**src/hdl/slsw_pkg.sv**
```systemverilog
// Shared types and constants for the signal-loss safety watchdog.
// Item structs, configuration struct, command/result codes, register map.
// No dependencies.
`default_nettype none

package slsw_pkg;

    // Input item as carried on the input channel
    typedef struct packed {
        logic [1:0]  cmd;
        logic [31:0] now_ms;
        logic [7:0]  quality;
    } t_in_item;

    // Result item as carried on the output channel
    typedef struct packed {
        logic        is_safe;
        logic [1:0]  move_request;
        logic [1:0]  drive_change;
        logic [31:0] last_valid_ms;
    } t_out_item;

    // Configuration as seen by the core
    typedef struct packed {
        logic        monitor_enable;
        logic [15:0] loss_timeout_ms;
        logic [15:0] poor_timeout_ms;
    } t_cfg;

    // Command codes
    localparam logic [1:0] CMD_CHECK   = 2'd0;
    localparam logic [1:0] CMD_SAMPLE  = 2'd1;
    localparam logic [1:0] CMD_STOP    = 2'd2;
    localparam logic [1:0] CMD_RELEASE = 2'd3;

    // Safe-pose move requests
    localparam logic [1:0] MOVE_NONE = 2'd0;
    localparam logic [1:0] MOVE_SLOW = 2'd1;
    localparam logic [1:0] MOVE_FAST = 2'd2;

    // Drive enable changes
    localparam logic [1:0] DRIVE_KEEP = 2'd0;
    localparam logic [1:0] DRIVE_ON   = 2'd1;
    localparam logic [1:0] DRIVE_OFF  = 2'd2;

    // Quality above this level counts as bad
    localparam logic [7:0] QUALITY_BAD_ABOVE = 8'd200;

    // Register reset values
    localparam logic [15:0] LOSS_TIMEOUT_RESET = 16'd5000;
    localparam logic [15:0] POOR_TIMEOUT_RESET = 16'd10000;

    // Register map: word index = paddr[3:2]
    localparam int          ADDR_W       = 4;
    localparam logic [1:0]  REG_MON_EN   = 2'd0;
    localparam logic [1:0]  REG_LOSS_TO  = 2'd1;
    localparam logic [1:0]  REG_POOR_TO  = 2'd2;

endpackage

`default_nettype wire

```
**src/hdl/signal_loss_safety_watchdog.sv**
```systemverilog
// Top level of the signal-loss safety watchdog for a servo drive.
// Input register, decision core, result register, APB registers.
// Depends on slsw_pkg, slsw_regs, slsw_core.
//
//  channel | signals                               | moves
//  --------+---------------------------------------+---------------------------
//  input   | i_in_valid / o_in_ready / i_in_item    | one command item
//  output  | o_out_valid / i_out_ready / o_out_item | one result item per input
//  config  | psel penable pwrite paddr pwdata ...   | register write / read
//
// An accepted item waits in the input register until the result register can
// take its result. One item per cycle sustained while the output is not
// stalled, set by the combinational decision path between the two registers.
// Reset (synchronous, active low) clears the state and valid flags and loads the register reset values.
// A stalled result holds in the output register; the input register takes a
// new item when it is empty or its content moves forward in the same cycle.
`default_nettype none

module signal_loss_safety_watchdog (
    input  wire logic                        i_clk,
    input  wire logic                        i_rst_n,
    input  wire logic                        i_in_valid,
    output logic                             o_in_ready,
    input  wire slsw_pkg::t_in_item          i_in_item,
    output logic                             o_out_valid,
    input  wire logic                        i_out_ready,
    output slsw_pkg::t_out_item              o_out_item,
    input  wire logic                        psel,
    input  wire logic                        penable,
    input  wire logic                        pwrite,
    input  wire logic [slsw_pkg::ADDR_W-1:0] paddr,
    input  wire logic [31:0]                 pwdata,
    output logic      [31:0]                 prdata,
    output logic                             pready
);

    slsw_pkg::t_cfg      cfg;
    slsw_pkg::t_in_item  r_in;
    logic                r_in_valid;
    slsw_pkg::t_out_item r_out;
    logic                r_out_valid;
    slsw_pkg::t_out_item result;
    logic                step;

    slsw_regs u_regs (
        .i_clk   (i_clk),
        .i_rst_n (i_rst_n),
        .psel    (psel),
        .penable (penable),
        .pwrite  (pwrite),
        .paddr   (paddr),
        .pwdata  (pwdata),
        .prdata  (prdata),
        .pready  (pready),
        .o_cfg   (cfg)
    );

    // item leaves the input register when the result register is free
    assign step       = r_in_valid & (~r_out_valid | i_out_ready);
    assign o_in_ready = ~r_in_valid | step;

    slsw_core u_core (
        .i_clk    (i_clk),
        .i_rst_n  (i_rst_n),
        .i_cfg    (cfg),
        .i_step   (step),
        .i_item   (r_in),
        .o_result (result)
    );

    // input register
    always_ff @(posedge i_clk) begin
        if (!i_rst_n) begin
            r_in_valid <= 1'b0;
        end else if (o_in_ready) begin
            r_in_valid <= i_in_valid;
        end
        if (i_in_valid && o_in_ready) begin
            r_in <= i_in_item;
        end
    end

    // result register
    always_ff @(posedge i_clk) begin
        if (!i_rst_n) begin
            r_out_valid <= 1'b0;
        end else if (step) begin
            r_out_valid <= 1'b1;
        end else if (i_out_ready) begin
            r_out_valid <= 1'b0;
        end
        if (step) begin
            r_out <= result;
        end
    end

    assign o_out_valid = r_out_valid;
    assign o_out_item  = r_out;

endmodule

`default_nettype wire

```
**src/hdl/slsw_regs.sv**
```systemverilog
// APB-style configuration registers of the signal-loss watchdog.
// Holds monitor enable and the two timeouts; depends on slsw_pkg.
`default_nettype none

module slsw_regs (
    input  wire logic                        i_clk,
    input  wire logic                        i_rst_n,
    input  wire logic                        psel,
    input  wire logic                        penable,
    input  wire logic                        pwrite,
    input  wire logic [slsw_pkg::ADDR_W-1:0] paddr,
    input  wire logic [31:0]                 pwdata,
    output logic      [31:0]                 prdata,
    output logic                             pready,
    output slsw_pkg::t_cfg                   o_cfg
);

    logic        r_mon_en;
    logic [15:0] r_loss_to;
    logic [15:0] r_poor_to;
    logic        wr_en;
    logic [1:0]  reg_idx;

    assign pready  = 1'b1;
    assign reg_idx = paddr[3:2];
    assign wr_en   = psel & penable & pwrite;

    // register writes; an index past the map is dropped
    always_ff @(posedge i_clk) begin
        if (!i_rst_n) begin
            r_mon_en  <= 1'b0;
            r_loss_to <= slsw_pkg::LOSS_TIMEOUT_RESET;
            r_poor_to <= slsw_pkg::POOR_TIMEOUT_RESET;
        end else if (wr_en) begin
            unique case (reg_idx)
                slsw_pkg::REG_MON_EN:  r_mon_en  <= pwdata[0];
                slsw_pkg::REG_LOSS_TO: r_loss_to <= pwdata[15:0];
                slsw_pkg::REG_POOR_TO: r_poor_to <= pwdata[15:0];
                default: ;
            endcase
        end
    end

    // read mux
    always_comb begin
        unique case (reg_idx)
            slsw_pkg::REG_MON_EN:  prdata = {31'd0, r_mon_en};
            slsw_pkg::REG_LOSS_TO: prdata = {16'd0, r_loss_to};
            slsw_pkg::REG_POOR_TO: prdata = {16'd0, r_poor_to};
            default:               prdata = 32'd0;
        endcase
    end

    assign o_cfg = '{monitor_enable:  r_mon_en,
                     loss_timeout_ms: r_loss_to,
                     poor_timeout_ms: r_poor_to};

endmodule

`default_nettype wire

```
**src/hdl/slsw_core.sv**
```systemverilog
// Watchdog state and per-item decision logic.
// Holds last valid time, bad-run start and emergency flag; depends on slsw_pkg.
`default_nettype none

module slsw_core (
    input  wire logic               i_clk,
    input  wire logic               i_rst_n,
    input  wire slsw_pkg::t_cfg     i_cfg,
    input  wire logic               i_step,
    input  wire slsw_pkg::t_in_item i_item,
    output slsw_pkg::t_out_item     o_result
);

    logic [31:0] r_last_valid;
    logic [31:0] r_bad_start;
    logic        r_emerg;
    logic [31:0] n_last_valid;
    logic [31:0] n_bad_start;
    logic        n_emerg;
    logic [1:0]  move;
    logic [1:0]  drive;
    logic [31:0] loss_age;
    logic [31:0] bad_age;
    logic        loss_trip;
    logic        bad_trip;

    // wrapping ages against zero-extended timeouts
    assign loss_age  = i_item.now_ms - r_last_valid;
    assign bad_age   = i_item.now_ms - r_bad_start;
    assign loss_trip = (loss_age > {16'd0, i_cfg.loss_timeout_ms});
    assign bad_trip  = (bad_age > {16'd0, i_cfg.poor_timeout_ms});

    // next state and result codes for the item at the core
    always_comb begin
        n_last_valid = r_last_valid;
        n_bad_start  = r_bad_start;
        n_emerg      = r_emerg;
        move         = slsw_pkg::MOVE_NONE;
        drive        = slsw_pkg::DRIVE_KEEP;
        unique case (i_item.cmd)
            slsw_pkg::CMD_CHECK: begin
                if (i_cfg.monitor_enable && !r_emerg && (r_last_valid != 32'd0) &&
                    loss_trip) begin
                    move    = slsw_pkg::MOVE_SLOW;
                    drive   = slsw_pkg::DRIVE_OFF;
                    n_emerg = 1'b1;
                end
            end
            slsw_pkg::CMD_SAMPLE: begin
                if (i_cfg.monitor_enable) begin
                    priority if (i_item.quality == 8'd0) begin
                        n_last_valid = i_item.now_ms;
                        n_bad_start  = 32'd0;
                        if (r_emerg) begin
                            n_emerg = 1'b0;
                            drive   = slsw_pkg::DRIVE_ON;
                        end
                    end else if (i_item.quality > slsw_pkg::QUALITY_BAD_ABOVE) begin
                        // bad run: start it, or trip once it has lasted too long
                        if (r_bad_start == 32'd0) begin
                            n_bad_start = i_item.now_ms;
                        end else if (bad_trip && !r_emerg) begin
                            move    = slsw_pkg::MOVE_SLOW;
                            n_emerg = 1'b1;
                        end
                    end else begin
                        n_bad_start  = 32'd0;
                        n_last_valid = i_item.now_ms;
                    end
                end
            end
            slsw_pkg::CMD_STOP: begin
                n_emerg = 1'b1;
                move    = slsw_pkg::MOVE_FAST;
                drive   = slsw_pkg::DRIVE_OFF;
            end
            slsw_pkg::CMD_RELEASE: begin
                n_emerg      = 1'b0;
                n_last_valid = i_item.now_ms;
                drive        = slsw_pkg::DRIVE_ON;
            end
            default: ;
        endcase
    end

    // state advances only when the item moves to the result register
    always_ff @(posedge i_clk) begin
        if (!i_rst_n) begin
            r_last_valid <= 32'd0;
            r_bad_start  <= 32'd0;
            r_emerg      <= 1'b0;
        end else if (i_step) begin
            r_last_valid <= n_last_valid;
            r_bad_start  <= n_bad_start;
            r_emerg      <= n_emerg;
        end
    end

    assign o_result = '{is_safe:       !n_emerg,
                        move_request:  move,
                        drive_change:  drive,
                        last_valid_ms: n_last_valid};

endmodule

`default_nettype wire

```
**config.mk**
```make
export PLATFORM = sky130hd
export DESIGN_NAME = signal_loss_safety_watchdog
export DESIGN_NICKNAME = d
export VERILOG_FILES = /design/src/hdl/slsw_pkg.sv /design/src/hdl/signal_loss_safety_watchdog.sv /design/src/hdl/slsw_regs.sv /design/src/hdl/slsw_core.sv
export SDC_FILE = /design/constraint.sdc
export NUM_CORES = 1
export LEC_CHECK = 0
export BUFFER_PORTS_ARGS = -buffer_cell sky130_fd_sc_hd__buf_2
export CORE_UTILIZATION = 30
export DETAILED_ROUTE_END_ITERATION = 10
export GPL_TIMING_DRIVEN = 1
export PLACE_DENSITY = 0.49
export SYNTH_ARGS = -nofsm -noshare
export SYNTH_HDL_FRONTEND = slang
export SYNTH_SLANG_ARGS = --single-unit
export TNS_END_PERCENT = 20
```
**constraint.sdc**
```tcl
create_clock -name i_clk -period 13.5 [get_ports i_clk]
set_input_delay 0.675 -clock i_clk [delete_from_list [all_inputs] [get_ports i_clk]]
set_output_delay 0.675 -clock i_clk [all_outputs]
set_load 0.01 [all_outputs]
```
* After elaboration in Yosys (flattened, before gate mapping) *
Index checks and enable logic that the tools add are counted.

cells by class
  add/subtract/negate cells = 2
  order comparisons = 3
  equality and inequality tests = 6
  multiplexer cells = 29
  bitwise operators = 7
  reduce and logical (&&, ||, !) cells = 17

operators with widths
  operator                                                         number
  32-bit 2-to-1 mux                                                6
  32-bit by 16-bit > comparator with 1-bit output                  2
  32-bit case mux with 2 select lines                              1
  32-bit subtractor                                                2
  16-bit case mux with 3 select lines                              1
  32-bit logical NOT                                               1
  32-bit nonzero test                                              1
  2-bit 2-to-1 mux                                                 7
  1-bit 2-to-1 mux                                                 11
  8-bit > comparator, second input constant                        1
  8-bit logical NOT                                                1
  2-bit case mux with 4 select lines                               1
  2-bit == test, second input constant                             3
  2-bit case mux with 3 select lines                               1
  2-bit AND reduction                                              3
  1-bit logical AND                                                5
  2-bit by 1-bit == test with 1-bit output, second input constant  2
  2-bit logical NOT                                                2
  1-bit case mux with 4 select lines                               1
  4-bit AND reduction                                              1
  1-bit bitwise AND                                                3
  3-bit by 2-bit != test with 1-bit output, second input constant  1
  1-bit logical NOT                                                2
  1-bit NOT                                                        2
  2 further kinds                                                  3

word-level totals
  flip-flop bits (word level) = 179
  output and inout bits = 72
  logic and storage cells = 79

* Logic depth before layout (Yosys ltp) *
  depth in word-level cells = 10
  mapped depth = 21

* Cells and area by module *
Synthesis repeated with hierarchy kept, for this count alone.

unflattened totals
  cells, all modules = 1371
  area total of the unflattened synthesis = 12141.6 um^2

modules (own cells, without submodules)
  module                       instances  cells an instance  area each (um^2)
  slsw_core                    1          1102               8050.2
  signal_loss_safety_watchdog  1          88                 2476.1
  slsw_regs                    1          181                1615.3

* Worst setup path after synthesis *
OpenSTA, ideal clock, no wires.

  path type = register -> register
  start point = register r_in[8] (netlist bit)
  end point = register u_core.r_emerg
  data arrival time = 4.165 ns
  required time = 13.299 ns
  path slack = 9.134 ns
  stages on the path, launching flop included = 20
  clock period less this slack = 4.366 ns
  cell sequence = edfxtp_1 inv_1 ha_1 fa_1 and2b_1 o2111ai_1 a2111oi_2 nor3_2 xnor2_1 ha_1 nand4_1 nor4_1 nand2_1 o31a_1 nor4_1 o221ai_1 nor4_1 a41oi_1 o21ba_2 a21oi_1

between the ends
  word-level cells in the longest chain between the ends = 9
  elaborated cells on any way between the ends = 13
  those cells by class = 2 x add/sub; 2 x order compare; 7 x mux; 2 x reduce/logical

RTL lines
  item                                             line                               text
  start, declared                                  signal_loss_safety_watchdog.sv:38  slsw_pkg::t_in_item r_in;
  start signal, assigned                           signal_loss_safety_watchdog.sv:79  r_in <= i_in_item;
  32-bit subtractor                                slsw_core.sv:29                    assign bad_age = i_item.now_ms - r_bad_start;
  32-bit by 16-bit > comparator with 1-bit output  slsw_core.sv:31                    assign bad_trip = (bad_age > {16'd0, i_cfg.poor_timeout_ms});
  1-bit logical AND                                slsw_core.sv:62                    end else if (bad_trip && !r_emerg) begin
  1-bit 2-to-1 mux                                 slsw_core.sv:62
  1-bit 2-to-1 mux                                 slsw_core.sv:60                    if (r_bad_start == 32'd0) begin
  1-bit 2-to-1 mux                                 slsw_core.sv:58                    end else if (i_item.quality > slsw_pkg::QUALITY_BAD_ABOVE) begin
  1-bit 2-to-1 mux                                 slsw_core.sv:51                    priority if (i_item.quality == 8'd0) begin
  1-bit 2-to-1 mux                                 slsw_core.sv:50                    if (i_cfg.monitor_enable) begin
  1-bit case mux with 4 select lines (*)           slsw_core.sv:40                    unique case (i_item.cmd)
  end signal, assigned                             slsw_core.sv:95                    r_emerg <= n_emerg;
  end, declared                                    slsw_core.sv:16                    logic r_emerg;

Every way passes the cells marked *; elsewhere a longest branch is shown, timed or not.
A chain may end at the register's enable or synchronous reset.

* Final worst setup path *
  start point = register r_in[9] (netlist bit)
  end point = register u_core.r_emerg

The elaborated chain is that of the path after synthesis.

==> impl_metrics.tcl <==
set metrics [dict create \
    status "completed" \
    irDropWorstVdd_uv 87.5 \
    crit_slowest_cell "a2111oi_2" \
    ctsHtreeMaxLevel 4 \
    report.power.total_uw 1330 \
    synth.avg_cell_area_um2 8.52 \
    yosysTopAreaCellShare_pct 19.9 \
    hold_violations 0 \
    clock_skew_ns 0.0109 \
    setup_violations 0 \
    relSlewSlack_pct 27.2 \
    grt_remaining_overflow 0 \
    grtUsageTotal_pct 17.9 \
    grt_pass1_wl_mm 56.2 \
    area_delta_synth_final_pct 13.3 \
    crit_path_start "r_in[9]" \
    drc 0 \
    num-nets-final 1666 \
    critPathKind "reg2reg" \
    multi_input_area_mm2 0.00683 \
    min_from "i_in_item[23]" \
    crit_family "simple AND/OR/NAND/NOR gates" \
    cts_root_buffer "clkbuf_16" \
    synth_cell_types 79 \
    grt_pass1_vias 9831 \
    grt_max_degree 101 \
    fp.dieH_um 201 \
    regArea_mm2 0.00437 \
    worst-path-stages 18 \
    ys_ff_latch 179 \
    hold_class "in2reg" \
    dieArea_mm2 0.0406 \
    final_util_pct 34.7 \
    crit_path_max_incr_delay_ns 0.59 \
    io_buffers 121 \
    die_x_um 201 \
    synth_edf_count 79 \
    drt-vias-per-instance 5.13 \
    netlist_instances 1401 \
    crit_top_cell "nor4_1" \
    ant_nets 0 \
    synth_async_sr_flop_share_pct 0 \
    post_cts_buffers 0 \
    finalWirelength_mm 36.3 \
    fillers 4086 \
    core-area_mm2 0.0389 \
    whs_ns 0.402 \
    cp-end-kind "flip-flop" \
    max_freq_ghz 0.186 \
    rows 72 \
    drt_iter0_drc 710 \
    hpwl_mm 28.2 \
    ctsLongestPathBuffers 2 \
    startpoint_type "flip-flop" \
    path_cells "inv_1 > fa_1 > and2b_1 > o2111ai_1 > a2111oi_2 > nor3_2 > xnor2_1 > ha_1 > nand4_1 > nor4_1 > nand2_1 > o31a_1 > nor4_1 > o221ai_1 > nor4_1 > a41oi_1 > o21ba_2 > a21oi_1" \
    wire_per_inst_um 18.0 \
    clk_latency_ns 0.44 \
    setup-tns-final_ns 0 \
    whs_path_depth 1 \
    pin_count 157 \
    worst_pin_slew_ns 1.09 \
    r2r_cells 18 \
    synth-main-ff-cell "dfxtp_1" \
    place_congestion 0.898 \
    slew_violations 0 \
    firstDrtPassIters 5 \
    synth_warnings 0 \
    cp.required_ns 13.79 \
    worstPathArrival_ns 5.68 \
    path_clk_slew_ns 0.07 \
    fin_crit_sh_pct 39.9 \
    p_leak_uw 0.00497 \
    worstReg2RegStart "r_in[9]" \
    antenna_found_initial 1 \
    drive_gt1_share_pct 11.9 \
    yosysMostFrequentCell "nand2_1" \
    synth_top_cell_by_area "edfxtp_1" \
    cp_num_buf_inv 1 \
    cts_buffers 17 \
    initial_core_util_pct 30.7 \
    max-cap-violations 0 \
    min_period_ns 5.38 \
    cts_num_sinks 179 \
    rsz0062_at_grt "false" \
    cts-resized-gates 0 \
    cts_tree "built" \
    num_vias 10400 \
    netlist_area_mm2 0.0119 \
    hold_buffers 0 \
    synth_area_leaders "edfxtp_1, dfxtp_1, ha_1" \
    power_density_mw_per_mm2 98.7 \
    seq_area_frac_synth_pct 36.6 \
    cp_max_fo 6 \
    synth_top_cells_by_count "nand2_1, inv_1, dfxtp_1, ha_1, a21oi_1" \
]
[layout make-up]
cell class                 instances  share of cell area, %
antenna                            1                 0.0185
clock buffer                      20                   3.23
clock inverter                    12                  0.796
inverter                         117                   3.25
multi-input combinational       1039                   50.5
sequential                       179                   32.3
tap                              518                   4.79
timing repair buffer             131                   5.03
[state kept, by name (all words and copies together) (netlist names)]
| register | count |
|---|---|
| u_regs.r_poor_to | 16 |
| o_out_item | 37 |
| r_in_valid | 1 |
| o_out_valid | 1 |
| u_regs.r_loss_to | 16 |
| u_core.r_emerg | 1 |
| u_core.r_bad_start | 32 |
| u_core.r_last_valid | 32 |
| r_in | 42 |
| u_regs.r_mon_en | 1 |
[final timing paths]
path                                               end  slack [ns]
worst max-delay path                    u_core.r_emerg        8.12
worst min-delay path                          r_in[23]        0.40
worst max register to register          u_core.r_emerg        8.12
worst min register to register  u_core.r_bad_start[19]        0.49
[layout by cell type (no fill, tap or decap), types with 6 or more instances in the layout]
master / Yosys / layout
a2111oi_0: 6 / 6
a211oi_1: 8 / 8
a21boi_0: 58 / 58
a21o_1: 13 / 13
a21oi_1: 91 / 90
a22o_1: 16 / 16
a31oi_1: 7 / 7
and2_1: 7 / 6
buf_2: 2 / 121
buf_4: 17 / 10
clkbuf_16: 0 / 17
conb_1: 2 / 17
dfxtp_1: 100 / 100
edfxtp_1: 79 / 79
ha_1: 94 / 94
inv_1: 117 / 117
mux2i_1: 39 / 39
nand2_1: 194 / 194
nand2b_1: 7 / 7
nand3_1: 49 / 49
nand4_1: 37 / 37
nor2_1: 53 / 52
nor2b_1: 45 / 44
nor3_1: 14 / 14
nor4_1: 26 / 26
o211ai_1: 21 / 21
o21a_1: 14 / 14
o21ai_0: 81 / 81
or3_1: 14 / 14
xnor2_1: 24 / 24
xor2_1: 14 / 14
[per-stage QoR]
step / setup WS [ns] / cells / instance area [um2]
after floorplan: 9.13 / 1416 / 12000
after global placement: 8.14 / 1984 / 13000
after detailed placement: 8.10 / 1984 / 13000
after CTS: 8.07 / 2016 / 13500
after global routing: 7.63 / 2017 / 13500
final: 8.12 / 2017 / 13500
[report_power, final]
| part | total (uW) | switching (uW) | internal [uW] |
|---|---|---|---|
| Clock | 486 | 231 | 255 |
| Sequential | 603 | 18.3 | 585 |
| Combinational | 246 | 151 | 94.8 |
[per-layer routing]
layer	routed length, um	track usage [%]
met1	17800	24.7
met2	17100	29.5
met3	982	1.93
met4	420	4.49
met5	0	0
[kinds of logic after synthesis]
| group | share of synthesized area (%) |
|---|---|
| buf+inv | 6.85 |
| other cells | 0.0629 |
| mux | 3.46 |
| simple gates | 19.3 |
| xor+xnor | 2.79 |
| flops | 36.6 |
| fa+ha+maj | 10.2 |
| compound gates | 20.7 |
(Power assumes the default switching activity.)
